## src/xsk_pkg.sv

```systemverilog
package xsk_pkg;

  typedef logic [31:0] word_t;
  typedef word_t [15:0] state_t;
  typedef word_t [7:0]  subkey_t;
  typedef logic [2:0]   pos_t;

  localparam word_t SIGMA0 = 32'h61707865;
  localparam word_t SIGMA1 = 32'h3320646e;
  localparam word_t SIGMA2 = 32'h79622d32;
  localparam word_t SIGMA3 = 32'h6b206574;

  localparam int unsigned QUEUE_DEPTH = 4;

  typedef enum logic [2:0] {
    REG_KEY0    = 3'd0,
    REG_KEY1    = 3'd1,
    REG_KEY2    = 3'd2,
    REG_KEY3    = 3'd3,
    REG_NONCE0  = 3'd4,
    REG_NONCE1  = 3'd5,
    REG_NONCE2  = 3'd6,
    REG_KS_ONLY = 3'd7
  } reg_idx_t;

  typedef enum logic [1:0] {
    ENG_IDLE,
    ENG_SUBKEY,
    ENG_BLOCK,
    ENG_ADD
  } eng_state_t;

  // One queued item with its place in the message already worked out.
  typedef struct packed {
    logic [63:0] data;
    logic [3:0]  count;
    logic        last;
    pos_t        pos;
    logic        start;
  } item_t;

  typedef struct packed {
    logic start_sub;
    logic start_blk;
    logic abort;
  } eng_cmd_t;

  typedef struct packed {
    logic busy;
    logic sub_done;
    logic blk_done;
  } eng_sts_t;

  function automatic word_t rotl(word_t v, int unsigned s);
    return (v << s) | (v >> (32 - s));
  endfunction

  // Returns {a, b, c, d} after one quarter round.
  function automatic logic [127:0] quarter(word_t a, word_t b, word_t c, word_t d);
    word_t a2;
    word_t b2;
    word_t c2;
    word_t d2;
    b2 = b ^ rotl(a + d, 7);
    c2 = c ^ rotl(b2 + a, 9);
    d2 = d ^ rotl(c2 + b2, 13);
    a2 = a ^ rotl(d2 + c2, 18);
    return {a2, b2, c2, d2};
  endfunction

  function automatic state_t col_round(state_t x);
    state_t y;
    y = x;
    {y[0],  y[4],  y[8],  y[12]} = quarter(x[0],  x[4],  x[8],  x[12]);
    {y[5],  y[9],  y[13], y[1]}  = quarter(x[5],  x[9],  x[13], x[1]);
    {y[10], y[14], y[2],  y[6]}  = quarter(x[10], x[14], x[2],  x[6]);
    {y[15], y[3],  y[7],  y[11]} = quarter(x[15], x[3],  x[7],  x[11]);
    return y;
  endfunction

  function automatic state_t row_round(state_t x);
    state_t y;
    y = x;
    {y[0],  y[1],  y[2],  y[3]}  = quarter(x[0],  x[1],  x[2],  x[3]);
    {y[5],  y[6],  y[7],  y[4]}  = quarter(x[5],  x[6],  x[7],  x[4]);
    {y[10], y[11], y[8],  y[9]}  = quarter(x[10], x[11], x[8],  x[9]);
    {y[15], y[12], y[13], y[14]} = quarter(x[15], x[12], x[13], x[14]);
    return y;
  endfunction

  // Even rounds are column rounds, odd rounds are row rounds.
  function automatic state_t salsa_round(state_t x, logic odd);
    return odd ? row_round(x) : col_round(x);
  endfunction

endpackage

```

## src/xsk_queue.sv

```systemverilog
module xsk_queue import xsk_pkg::*; (
  input  logic  clk,
  input  logic  rst_n,
  input  logic  push,
  input  item_t push_item,
  output logic  full,
  input  logic  pop,
  output item_t head,
  output logic  head_valid
);

  localparam int unsigned AW = $clog2(QUEUE_DEPTH);

  item_t            mem_r [QUEUE_DEPTH];
  logic [AW-1:0]    wr_ptr_r;
  logic [AW-1:0]    wr_ptr_nxt;
  logic [AW-1:0]    rd_ptr_r;
  logic [AW-1:0]    rd_ptr_nxt;
  logic [AW:0]      count_r;
  logic [AW:0]      count_nxt;

  assign full       = count_r == (AW+1)'(QUEUE_DEPTH);
  assign head_valid = count_r != '0;
  assign head       = mem_r[rd_ptr_r];

  always_comb begin
    wr_ptr_nxt = push ? wr_ptr_r + AW'(1) : wr_ptr_r;
    rd_ptr_nxt = pop  ? rd_ptr_r + AW'(1) : rd_ptr_r;
    count_nxt  = count_r + (AW+1)'(push) - (AW+1)'(pop);
  end

  always_ff @(posedge clk) begin
    if (!rst_n) begin
      wr_ptr_r <= '0;
      rd_ptr_r <= '0;
      count_r  <= '0;
    end else begin
      wr_ptr_r <= wr_ptr_nxt;
      rd_ptr_r <= rd_ptr_nxt;
      count_r  <= count_nxt;
    end
  end

  always_ff @(posedge clk) begin
    if (push) begin
      mem_r[wr_ptr_r] <= push_item;
    end
  end

endmodule

```

## config.mk

```make
export PLATFORM = sky130hd
export DESIGN_NAME = xsk_queue
export DESIGN_NICKNAME = d
export VERILOG_FILES = /design/src/xsk_pkg.sv /design/src/xsk_queue.sv
export SDC_FILE = /design/constraint.sdc
export NUM_CORES = 1
export LEC_CHECK = 0
export ABC_AREA = 1
export BUFFER_PORTS_ARGS = -buffer_cell sky130_fd_sc_hd__buf_4
export CORE_ASPECT_RATIO = 1.5
export CORE_MARGIN = 2
export CORE_UTILIZATION = 30
export CTS_CLUSTER_SIZE = 40
export DETAILED_ROUTE_END_ITERATION = 6
export PLACE_DENSITY = 0.43
export SYNTH_ARGS = -nofsm -noshare
export SYNTH_HDL_FRONTEND = slang
export SYNTH_SLANG_ARGS = --single-unit
```

## constraint.sdc

```tcl
create_clock -name clk -period 3.25 [get_ports clk]
set_clock_uncertainty 0.05 [all_clocks]
set_input_delay 0.65 -clock clk [delete_from_list [all_inputs] [get_ports clk]]
set_output_delay 0.65 -clock clk [all_outputs]
set_load 0.01 [all_outputs]
```

==> results.toml <==
[cts]
cts.repair.resized = 0
numCtsBuffers = 30
clock_sinks = 301
cts_tree = "yes"
clockRootBuffer = "clkbuf_16"
postCtsSetupBuffers = 0
hold_buffers = 0
clkTransAtPathRegs_ns = 0.06
ctsHtreeMaxLevel = 1
clockBufferDepth = 3
clkLatencyLatePin_ns = 0.55

[critical_path]
critPathMaxFanout = 52
critPathArrivalTime_ns = 2.12
crit_chain = "buf_12 -> a21oi_1 -> o21ai_1 -> nand2_1 -> buf_4"
critPathSlowestCell = "dfxtp_4"
end_kind = "output pin"
critPathKind = "flip-flop to output pin"
cp-start-kind = "flip-flop"
required_ns = 2.55
critPathMaxStageDelay_ns = 0.73

[cells_and_area]
drive_gt1_frac = 0.197
synthToLayoutAreaGrowth_pct = 22.3
antenna_cells = 0
final_util = 0.370
nNetsFinal = 1142

[floorplan]
start_util = 0.303
die_h_um = 248
num_io_pins = 152
die_w_um = 166
num_rows = 89
die-area_um2 = 41200
core-area_um2 = 39200

[detailed_routing]
drt-pass1-iter-count = 4
wl_per_cell_um = 16.3
drc_errors = 0
vias_per_cell = 4.44
vias = 7003
ant_nets = 0
drt_iter0_drc = 325
wirelength_um = 25700

[global_route]
grt_antenna_before_repair = 2
grt_use_total = 0.121
grt_pass1_vias = 6785
overflow = 0
grt_max_degree = 74
grt_pass1_wl_um = 38400

[placed_design]
numPortBuffers = 151
place_ws_ns = 0.952
place_hpwl_um = 15500
routabilityCongestion = 0.668

[logic_synthesis]
yosysMostFrequentCell = "edfxtp_1"
syn_area_um2 = 11900
ys_seq_elements = 301
synth.area.top_cells = "edfxtp_1 74%, inv_1 5.1%, nand2_1 4.9%"
synth_edf_count = 292
synth_top_area_frac = 0.739
synth_area_per_cell_um2 = 13.1
seq_area_frac_synth = 0.754
synth_flop_cell = "edfxtp_1"
synth_cells = 907
synth_area_leader_cell = "edfxtp_1"
netlist_top_cells_count = "292 x edfxtp_1, 162 x inv_1, 156 x nand2_1"
synth_nets = 991
synth_cell_types = 16
ys.warnings.count = 0
synthArstFlopShare = 0

[sta]
slew_violations = 0
max_slew_margin = 0.507
fmax_ghz = 0.355
hold_viol_final = 0
rsz0062_at_grt = "false"
final.period_utilization = 0.867
timing.hold.ws_ns = 0.239
period_needed_ns = 2.82
fin_tns_setup_ns = 0
setup_violations = 0
worst_slew_pin_slew_ns = 0.738
fin_ws_ns = 0.434

[power]
ir_drop_v = 0.000324
power_mw = 8.63
power.leakage_nw = 5.58
power_density_nw_per_um2 = 595

[run_status]
status = "complete, no violations"

[run]
maxCapViolCount = 0

[worst_hold_path]
hold_class = "input pin to flip-flop"
## logic make-up (layout without fill, tap and decap cells)
family                     count (synthesis)  after routing  synth area share
AOI/OAI and AO/OA                        229            229             0.112
adders and majority gates                  7              7           0.00802
buffers and inverters                    210            380            0.0746
DFF                                      301            301             0.754
and+or+nand+nor                          160            160            0.0509
## worst max-delay path: cells and delay by family (launching register included)
kind / cells / cell delay (ns)
flip-flops: 1 / 0.73
AND/OR/NAND/NOR: 1 / 0.13
buffers and inverters: 2 / 0.51
AO/OA/AOI/OAI: 2 / 0.14
## metal layers
| layer | wire (um) | vias up | global-route usage |
|---|---|---|---|
| li1 | - | 3444 | - |
| met3 | 1230 | 39 | 0.0269 |
| met5 | 29 | - | 0 |
| met1 | 10600 | 3389 | 0.145 |
| met4 | 463 | 4 | 0.0358 |
| met2 | 13300 | 127 | 0.219 |
## report_power, final
group	internal [mW]	switching (mW)	total [mW]
combinational	0.384	0.539	0.923
clock	1.81	1.40	3.20
sequential	4.44	0.0647	4.50
total	6.63	2.00	8.63
## layout by cell type (no fill, tap or decap)
cell type	n
a21oi_1	79
buf_12	11
buf_4	156
bufinv_16	1
clkbuf_1	6
clkbuf_16	31
clkinv_1	6
clkinv_2	10
dfxtp_1	7
dfxtp_4	2
edfxtp_1	292
fa_1	1
ha_1	6
inv_1	158
inv_8	1
nand2_1	156
nand3_1	2
nor2_1	1
nor3_1	1
o211ai_1	73
o21ai_0	46
o21ai_1	31
## final timing paths
path                                     from      endpoint  slack, ns  cells past startpoint
worst max-delay path                flip-flop      head[16]       0.43                      5
worst min register to register    rd_ptr_r[1]     flip-flop       0.41                      2
worst max register to register    wr_ptr_r[0]  mem_r[0][58]       1.18                      5
worst min-delay path            push_item[54]  mem_r[3][54]       0.24                      1
## final cells by class
| class | instances | area, um^2 |
|---|---|---|
| repair buffers | 167 | 1390 |
| clock inverters | 14 | 93.8 |
| well taps | 500 | 626 |
| multi-input cells | 396 | 2030 |
| inverters | 162 | 613 |
| clock buffers | 37 | 798 |
| fillers | 3829 | 24700 |
| flip-flops and latches | 301 | 8960 |
## registers in the layout (all words and copies together) (netlist names), named ones only
name,cells
count_r,3
rd_ptr_r,2
wr_ptr_r,2
mem_r,292
## through the flow
step                cells  cell area, um^2
global route         1577            14500
CTS                  1577            14500
floorplan             907            11900
finish               1577            14500
global placement     1526            13600
detailed placement   1526            13600
Power figures use the tool's default switching activity.
