### src/xsk_pkg.sv
package xsk_pkg;

  typedef logic [31:0] word_t;
  typedef word_t [15:0] state_t;
  typedef word_t [7:0]  subkey_t;
  typedef logic [2:0]   pos_t;

  localparam word_t SIGMA0 = 32'h61707865;
  localparam word_t SIGMA1 = 32'h3320646e;
  localparam word_t SIGMA2 = 32'h79622d32;
  localparam word_t SIGMA3 = 32'h6b206574;

  localparam int unsigned QUEUE_DEPTH = 4;

  typedef enum logic [2:0] {
    REG_KEY0    = 3'd0,
    REG_KEY1    = 3'd1,
    REG_KEY2    = 3'd2,
    REG_KEY3    = 3'd3,
    REG_NONCE0  = 3'd4,
    REG_NONCE1  = 3'd5,
    REG_NONCE2  = 3'd6,
    REG_KS_ONLY = 3'd7
  } reg_idx_t;

  typedef enum logic [1:0] {
    ENG_IDLE,
    ENG_SUBKEY,
    ENG_BLOCK,
    ENG_ADD
  } eng_state_t;

  // One queued item with its place in the message already worked out.
  typedef struct packed {
    logic [63:0] data;
    logic [3:0]  count;
    logic        last;
    pos_t        pos;
    logic        start;
  } item_t;

  typedef struct packed {
    logic start_sub;
    logic start_blk;
    logic abort;
  } eng_cmd_t;

  typedef struct packed {
    logic busy;
    logic sub_done;
    logic blk_done;
  } eng_sts_t;

  function automatic word_t rotl(word_t v, int unsigned s);
    return (v << s) | (v >> (32 - s));
  endfunction

  // Returns {a, b, c, d} after one quarter round.
  function automatic logic [127:0] quarter(word_t a, word_t b, word_t c, word_t d);
    word_t a2;
    word_t b2;
    word_t c2;
    word_t d2;
    b2 = b ^ rotl(a + d, 7);
    c2 = c ^ rotl(b2 + a, 9);
    d2 = d ^ rotl(c2 + b2, 13);
    a2 = a ^ rotl(d2 + c2, 18);
    return {a2, b2, c2, d2};
  endfunction

  function automatic state_t col_round(state_t x);
    state_t y;
    y = x;
    {y[0],  y[4],  y[8],  y[12]} = quarter(x[0],  x[4],  x[8],  x[12]);
    {y[5],  y[9],  y[13], y[1]}  = quarter(x[5],  x[9],  x[13], x[1]);
    {y[10], y[14], y[2],  y[6]}  = quarter(x[10], x[14], x[2],  x[6]);
    {y[15], y[3],  y[7],  y[11]} = quarter(x[15], x[3],  x[7],  x[11]);
    return y;
  endfunction

  function automatic state_t row_round(state_t x);
    state_t y;
    y = x;
    {y[0],  y[1],  y[2],  y[3]}  = quarter(x[0],  x[1],  x[2],  x[3]);
    {y[5],  y[6],  y[7],  y[4]}  = quarter(x[5],  x[6],  x[7],  x[4]);
    {y[10], y[11], y[8],  y[9]}  = quarter(x[10], x[11], x[8],  x[9]);
    {y[15], y[12], y[13], y[14]} = quarter(x[15], x[12], x[13], x[14]);
    return y;
  endfunction

  // Even rounds are column rounds, odd rounds are row rounds.
  function automatic state_t salsa_round(state_t x, logic odd);
    return odd ? row_round(x) : col_round(x);
  endfunction

endpackage

### src/xsk_front.sv
module xsk_front import xsk_pkg::*; (
  input  logic        clk,
  input  logic        rst_n,
  input  logic        in_valid,
  output logic        in_stall,
  input  logic [63:0] in_data,
  input  logic [3:0]  in_count,
  input  logic        in_last,
  input  logic        q_full,
  output logic        push,
  output item_t       push_item
);

  logic start_r;
  logic start_nxt;
  pos_t pos_r;
  pos_t pos_nxt;

  assign in_stall = q_full;
  assign push     = in_valid && !q_full;

  always_comb begin
    push_item.data  = in_data;
    push_item.count = in_count;
    push_item.last  = in_last;
    push_item.pos   = pos_r;
    push_item.start = start_r;
    start_nxt = start_r;
    pos_nxt   = pos_r;
    if (push) begin
      // A last beat closes the message; the next beat opens a new one.
      start_nxt = in_last;
      pos_nxt   = in_last ? '0 : pos_r + pos_t'(1);
    end
  end

  always_ff @(posedge clk) begin
    if (!rst_n) begin
      start_r <= 1'b1;
      pos_r   <= '0;
    end else begin
      start_r <= start_nxt;
      pos_r   <= pos_nxt;
    end
  end

endmodule

### config.mk
export PLATFORM = sky130hd
export DESIGN_NAME = xsk_front
export DESIGN_NICKNAME = d
export VERILOG_FILES = /design/src/xsk_pkg.sv /design/src/xsk_front.sv
export SDC_FILE = /design/constraint.sdc
export NUM_CORES = 1
export LEC_CHECK = 0
export ABC_CLOCK_PERIOD_IN_PS = 1000
export BUFFER_PORTS_ARGS = -buffer_cell sky130_fd_sc_hd__buf_2
export CAP_MARGIN = 5
export CORE_ASPECT_RATIO = 0.75
export CORE_MARGIN = 2
export CORE_UTILIZATION = 22
export CTS_CLUSTER_DIAMETER = 50
export CTS_CLUSTER_SIZE = 25
export DETAILED_ROUTE_END_ITERATION = 8
export GPL_TIMING_DRIVEN = 0
export PLACE_DENSITY = 0.75
export SETUP_SLACK_MARGIN = 0.4
export SLEW_MARGIN = 30
export SYNTH_ARGS = -nofsm -noshare
export SYNTH_HDL_FRONTEND = slang
export SYNTH_SLANG_ARGS = --single-unit
### constraint.sdc
create_clock -name clk -period 1 [get_ports clk]
set_input_delay 0.2 -clock clk [delete_from_list [all_inputs] [get_ports clk]]
set_output_delay 0.2 -clock clk [all_outputs]
set_load 0.01 [all_outputs]
==> results.md, run 1 <==
- Status: finished, final reports clean
- Clock slew at reported path FFs: around 0.030 ns
- Max Clock Freq: about 1.0 GHz
- Max Root-Sink Buffers: 2
- Synthesized cell area: around 720 um^2
- Worst-Skew Late Latency: about 0.21 ns
- Placed inst area: approximately 1200 um^2
- Register area share after synthesis: between 10 and 15%
- TritonCTS clock tree: done
- CP endpoint kind: register
- Clock sinks: 4
- Number of global-route vias before repair: 813
- WS Path Type: register to register
- Multi-input gate area: 119 um^2
- GP Congestion: roughly 0.73
- DP Worst Slack: -0.00291 ns
- TritonRoute pass-1 iters: 2
- Via count: approximately 820
- Final hold slack: between 0.2 and 0.25 ns
- DR WL met3: 240 um
- Syn nets: approximately 160
- Synthesis Warnings: 0
- I/O pin cnt: around 150
- Total Wirelength: ~3.0 mm
- Fin crit period: 0.959 ns
- Synth cell types: 14
- Endpoints failing setup: 0
- Max VDD drop: around 0.37 mV
- CP Max Fanout: 4
- Drt drc: 0
- Storage cell area: 88.8 um^2
- Num CTS Buffers: 3
- Fill cells: around 230
- Initial antenna violation count: 0
- Final WS setup: 0.0415 ns
- Clock Skew: 0.000168 ns
- Commonest cells after routing, fill and taps aside: 145 x buf_6, 5 x buf_2, 3 x clkbuf_8
- Worst EP arrival: 1.06 ns
- Routed Antenna Nets: 0
- Via-to-Cell Ratio: 3.85
- R2r endpoint: pos_r[2]
- Slew Viols, Final: 0
- Fin nets: 250
- N_diodes: 0
- All-Layer GR Usage: between 10% and 20%
- Global route overflow: 0
- Hold Crit Endpoint: start_r
- Syn avg cell area: ~8.0 um^2
- Reg2Reg Depth: 3
- Cells along the critical path: ha_4 -> and3b_1 -> a32o_1
- Design area: just under 2000 um^2
- Port Buf Inserts: 79
- Reg2reg setup slack: roughly 0.041 ns
- Routed WL per cell: between 10 and 15 um
- Leak: just over 1 nW
- Slew headroom: about 91%
- Largest stage delay, worst path: around 0.35 ns
- Max-Cap Viols: 0
- CTS Root Cell: clkbuf_8
- Pin count of the biggest net entering global routing: 6
- WP data required: around 1.1 ns
- Layout cells sized above 1: just over 90%
- Initial DRC count: 2
- Die width: between 60 and 70 um
- Rows: 17
- Worst Hold Launch: rst_n
- Worst setup SP type: register
- WP buf/inv: 0
- Final hold vios: 0
- M1 WL: between 800 and 900 um
- Initial core utilization: a little under a quarter
- Final core utilization: approximately two thirds
- Reg2reg start: pos_r[0]
- Met2 WL: 1.88 mm
- Synth Register Bits: 4
- Die area: ~3700 um^2
- Htree depth: 1
- Hold crit path type: primary input to register
- Syn Inst Count: 90
- RSZ-0062 raised after global routing: true
- Commonest non-fill, non-tap cell in the layout: buf_6
- Setup_tns: 0 ns
- Final worst path period share: 95.9%
- PD cells: 652 nW/um^2
- Slew @ Worst Pin: 0.128 ns
- CP top delay family: flip-flops
- Core ar.: between 3000 and 4000 um^2
- Critical path's slowest cell: dfxtp_4
- Worst hold path depth: 2
- Height of the die: around 53 um
- Layout area overhead: 177%
- Post-CTS Hold Buffers: 0
- First-pass GRT wire length: ~4 mm
- Top Metal Used: met4
cells in the mapped netlist, drive strengths merged:
| library cell | n | share of area [%] |
|---|---|---|
| or3 | 1 | 0.87 |
| a32o | 1 | 1.4 |
| a21boi | 2 | 2.1 |
| nand3b | 1 | 1.0 |
| inv | 1 | 0.52 |
| buf | 71 | 74 |
| nor2 | 2 | 1.0 |
| and3b | 1 | 1.2 |
| nand2 | 2 | 1.0 |
| o21ai | 2 | 1.4 |
| ha | 1 | 1.7 |
| dfxtp | 4 | 11 |
| nand2b | 1 | 1.9 |
state kept, by name (all words and copies together), names as in the netlist:
name / cells
pos_r: 3
start_r: 1
worst max-delay path by stage:
| stage | startpoint | to | slack [ns] | cells after the start |
|---|---|---|---|---|
| 2_1_floorplan | pos_r[1] | pos_r[2] | 0.07 | 3 |
| 3_3_place_gp | q_full | pos_r[2] | 0.006 | 5 |
| 3_5_place_dp | q_full | pos_r[2] | -0.003 | 5 |
| 4_1_cts | pos_r[0] | pos_r[2] | 0.05 | 3 |
| 5_1_grt | pos_r[1] | pos_r[2] | 0.02 | 3 |
| 6_report | pos_r[0] | pos_r[2] | 0.04 | 3 |
final cells by class:
class                   count  share of cell area (%)
multi-input cells          14                    5.99
plain buffers              71                    40.3
flip-flops and latches      4                    4.48
well taps                  38                    2.40
repair buffers             81                    44.4
clock buffers               3                    2.08
inverters                   1                   0.315
cells by family (layout without fill, tap and decap cells):
logic type	Yosys count	count (layout)	share of synthesized area (%)
compound gates	5	5	4.90
fa+ha+maj	1	1	1.75
buf+inv	72	156	75.0
flops	4	4	11.2
simple gates	8	8	7.17
stage by stage:
| stage | std cells | total power (W) |
|---|---|---|
| 3_3_place_gp | 207 | 0.000640 |
| 5_1_grt | 212 | 0.00135 |
| 2_1_floorplan | 90 | 0.000484 |
| 6_report | 212 | 0.00129 |
| 3_5_place_dp | 207 | 0.000644 |
| 4_1_cts | 212 | 0.00130 |
power breakdown:
part / total, W / leakage [nW] / internal (W) / switching, W
registers: 0.000166 / 0.0336 / 0.000162 / 0.00000462
clock network: 0.000329 / 0.0216 / 0.000256 / 0.0000732
logic: 0.000798 / 0.959 / 0.000565 / 0.000233
total: 0.00129 / 1.01 / 0.000983 / 0.000311
worst register-to-register path: cells and delay by family, from the launching register on:
kind                     cells  cell delay (ns)
AND/OR/NAND/NOR              1             0.15
AO/OA/AOI/OAI                1             0.19
adder cells (fa/ha/maj)      1             0.16
flip-flops                   1             0.35
repair_timing:
item,4_1_cts,5_1_grt
pin swaps,0,1
endpoints found under the setup margin,79,57
cloned,0,0
hold endpoints to repair,0,0
buffers inserted,2,0
gates resized for setup,151,3
per-layer routing:
metal	vias to the layer above	track usage, %
li1	382	-
met1	373	13.9
met2	55	30.5
met3	6	3.81
met4	0	6.41
met5	-	0
No activity file was read; power rests on OpenSTA's default activity.
==> run 2, diff against run 1 <==
Settings changed: BUFFER_PORTS_ARGS -buffer_cell sky130_fd_sc_hd__buf_2 to -buffer_cell sky130_fd_sc_hd__clkbuf_2.
==> results.md, run 2 (synthesis gave the netlist of run 1 again) <==
- Slew headroom: 91.1% (was 91.4%)
- Final worst path period share: 96.8% (was 95.9%)
- Fin crit period: 0.968 ns (was 0.959 ns)
- Cells along the critical path: ha_4 -> and3b_1 -> a32o_1 (unchanged)
- Clock sinks: 4 (unchanged)
- Port Buf Inserts: 79 (unchanged)
- Rows: 17 (unchanged)
- Largest register FFs: 3 (unchanged)
- Commonest cells after routing, fill and taps aside: 140 x buf_6, 4 x clkbuf_8, 4 x buf_8, 3 x clkbuf_2 (was 145 x buf_6, 5 x buf_2, 3 x clkbuf_8)
- CTS Root Cell: clkbuf_8 (unchanged)
- N_diodes: 0 (unchanged)
- Height of the die: 53.4 um (unchanged)
- CP endpoint kind: register (unchanged)
- Fill cells: 244 (was 229)
- TritonRoute pass-1 iters: 4 (was 2)
- WP data required: 1.10 ns (about the same)
- RSZ-0062 raised after global routing: true (unchanged)
- WP buf/inv: 0 (unchanged)
- Routed WL per cell: 14.3 um (was 14.2 um)
- Pin count of the biggest net entering global routing: 6 (unchanged)
- PD cells: 659 nW/um^2 (was 652 nW/um^2)
- Multi-input gate area: 114 um^2 (was 119 um^2)
- Clock slew at reported path FFs: 0.03 ns (about the same)
- WS Path Type: register to register (unchanged)
- Drt drc: 0 (unchanged)
- Number of global-route vias before repair: 687 (was 813)
- CP top delay family: flip-flops (unchanged)
- Htree depth: 1 (unchanged)
- Total Wirelength: 3.04 mm (was 3.00 mm)
- Critical path's slowest cell: dfxtp_4 (unchanged)
- Worst setup SP type: register (unchanged)
- Post-CTS Hold Buffers: 0 (unchanged)
- Endpoints failing setup: 0 (unchanged)
- Via-to-Cell Ratio: 3.80 (was 3.85)
- Leak: 1.02 nW (was 1.01 nW)
- Layout area overhead: 178% (was 177%)
- I/O pin cnt: 148 (unchanged)
- Initial DRC count: 4 (was 2)
- All-Layer GR Usage: 11.1% (was 14.7%)
- CP Max Fanout: 3 (was 4)
- Max Clock Freq: 1.03 GHz (was 1.04 GHz)
- GP Congestion: 0.734 (unchanged)
- Hold crit path type: primary input to register (unchanged)
- Max Root-Sink Buffers: 2 (unchanged)
- Reg2reg setup slack: 0.03 ns (was 0.04 ns)
- Status: finished, final reports clean (unchanged)
- Routed Antenna Nets: 0 (unchanged)
- Global route overflow: 0 (unchanged)
- Core ar.: 3020 um^2 (unchanged)
- Fin nets: 250 (unchanged)
- First-pass GRT wire length: 3.13 mm (was 4.06 mm)
- Final WS setup: 0.0315 ns (was 0.0415 ns)
- Layout cells sized above 1: 93.1% (unchanged)
- Slew @ Worst Pin: 0.132 ns (was 0.128 ns)
- Setup_tns: 0 ns (unchanged)
- Die width: 69.9 um (unchanged)
- Initial core utilization: 23.7% (unchanged)
- DP Worst Slack: 0.0104 ns (was -0.00291 ns)
- Storage cell area: 88.8 um^2 (unchanged)
- Biggest regs: pos_r: 3 flops, start_r: 1 flops (unchanged)
- Max VDD drop: 0.392 mV (was 0.373 mV)
- Worst EP arrival: 1.07 ns (was 1.06 ns)
- Reg with most FFs: pos_r (unchanged)
- Worst-Skew Late Latency: 0.22 ns (was 0.21 ns)
- Largest stage delay, worst path: 0.35 ns (about the same)
- Commonest non-fill, non-tap cell in the layout: buf_6 (unchanged)
- TritonCTS clock tree: done (unchanged)
- Final hold vios: 0 (unchanged)
- Slew Viols, Final: 0 (unchanged)
- Via count: 806 (was 816)
- Max-Cap Viols: 0 (unchanged)
- Die area: 3730 um^2 (unchanged)
- Clock Skew: 0.00449 ns (was 0.000168 ns)
- Initial antenna violation count: 0 (unchanged)
- Num CTS Buffers: 3 (unchanged)
-- run 2: final timing paths --
path | startpoint | to | cells past startpoint
max reg2reg | pos_r[1] | pos_r[2] | 3
min reg2reg | pos_r[1] | pos_r[1] | 2
min | rst_n | start_r | 2
max | pos_r[1] | pos_r[2] | 3
-- run 2: metal layers --
metal / routed length, um / track usage (%) / vias to the layer above
met5: 0 / 0 / -
met4: 23 / 2.88 / 0
met3: 261 / 2.86 / 4
met2: 1980 / 21.7 / 58
met1: 776 / 12.1 / 366
li1: - / - / 378
-- run 2: metrics by stage --
stage               cell area, um^2  power (W)  utilization, %  instances  hold WS (ns)
floorplan                       738   0.000484               -         90         0.276
global placement               1180   0.000644            39.1        207         0.417
detailed placement             1180   0.000648            39.1        207         0.421
CTS                            1540    0.00111            51.1        212         0.194
global route                   1990    0.00137            65.8        212         0.230
finish                         1990    0.00131            65.8        212         0.199
-- run 2: timing repair --
item                                    CTS  global route
resized for setup                        75           151
endpoints found under the setup margin   78            79
pin swaps                                 1             2
buffers inserted                          2             0
-- run 2: cell type report --
cell class                 instances  share of cell area (%)
sequential                         4                    4.47
multi-input combinational         14                    5.73
tap                               38                    2.39
timing repair buffer              81                    44.8
buffer                            71                    40.2
clock buffer                       3                    2.08
inverter                           1                   0.315
-- run 2: report_power, final --
group	switching (W)	internal [W]	total (W)
sequential	0.00000422	0.000162	0.000166
combinational	0.000235	0.000569	0.000803
clock	0.0000845	0.000257	0.000341
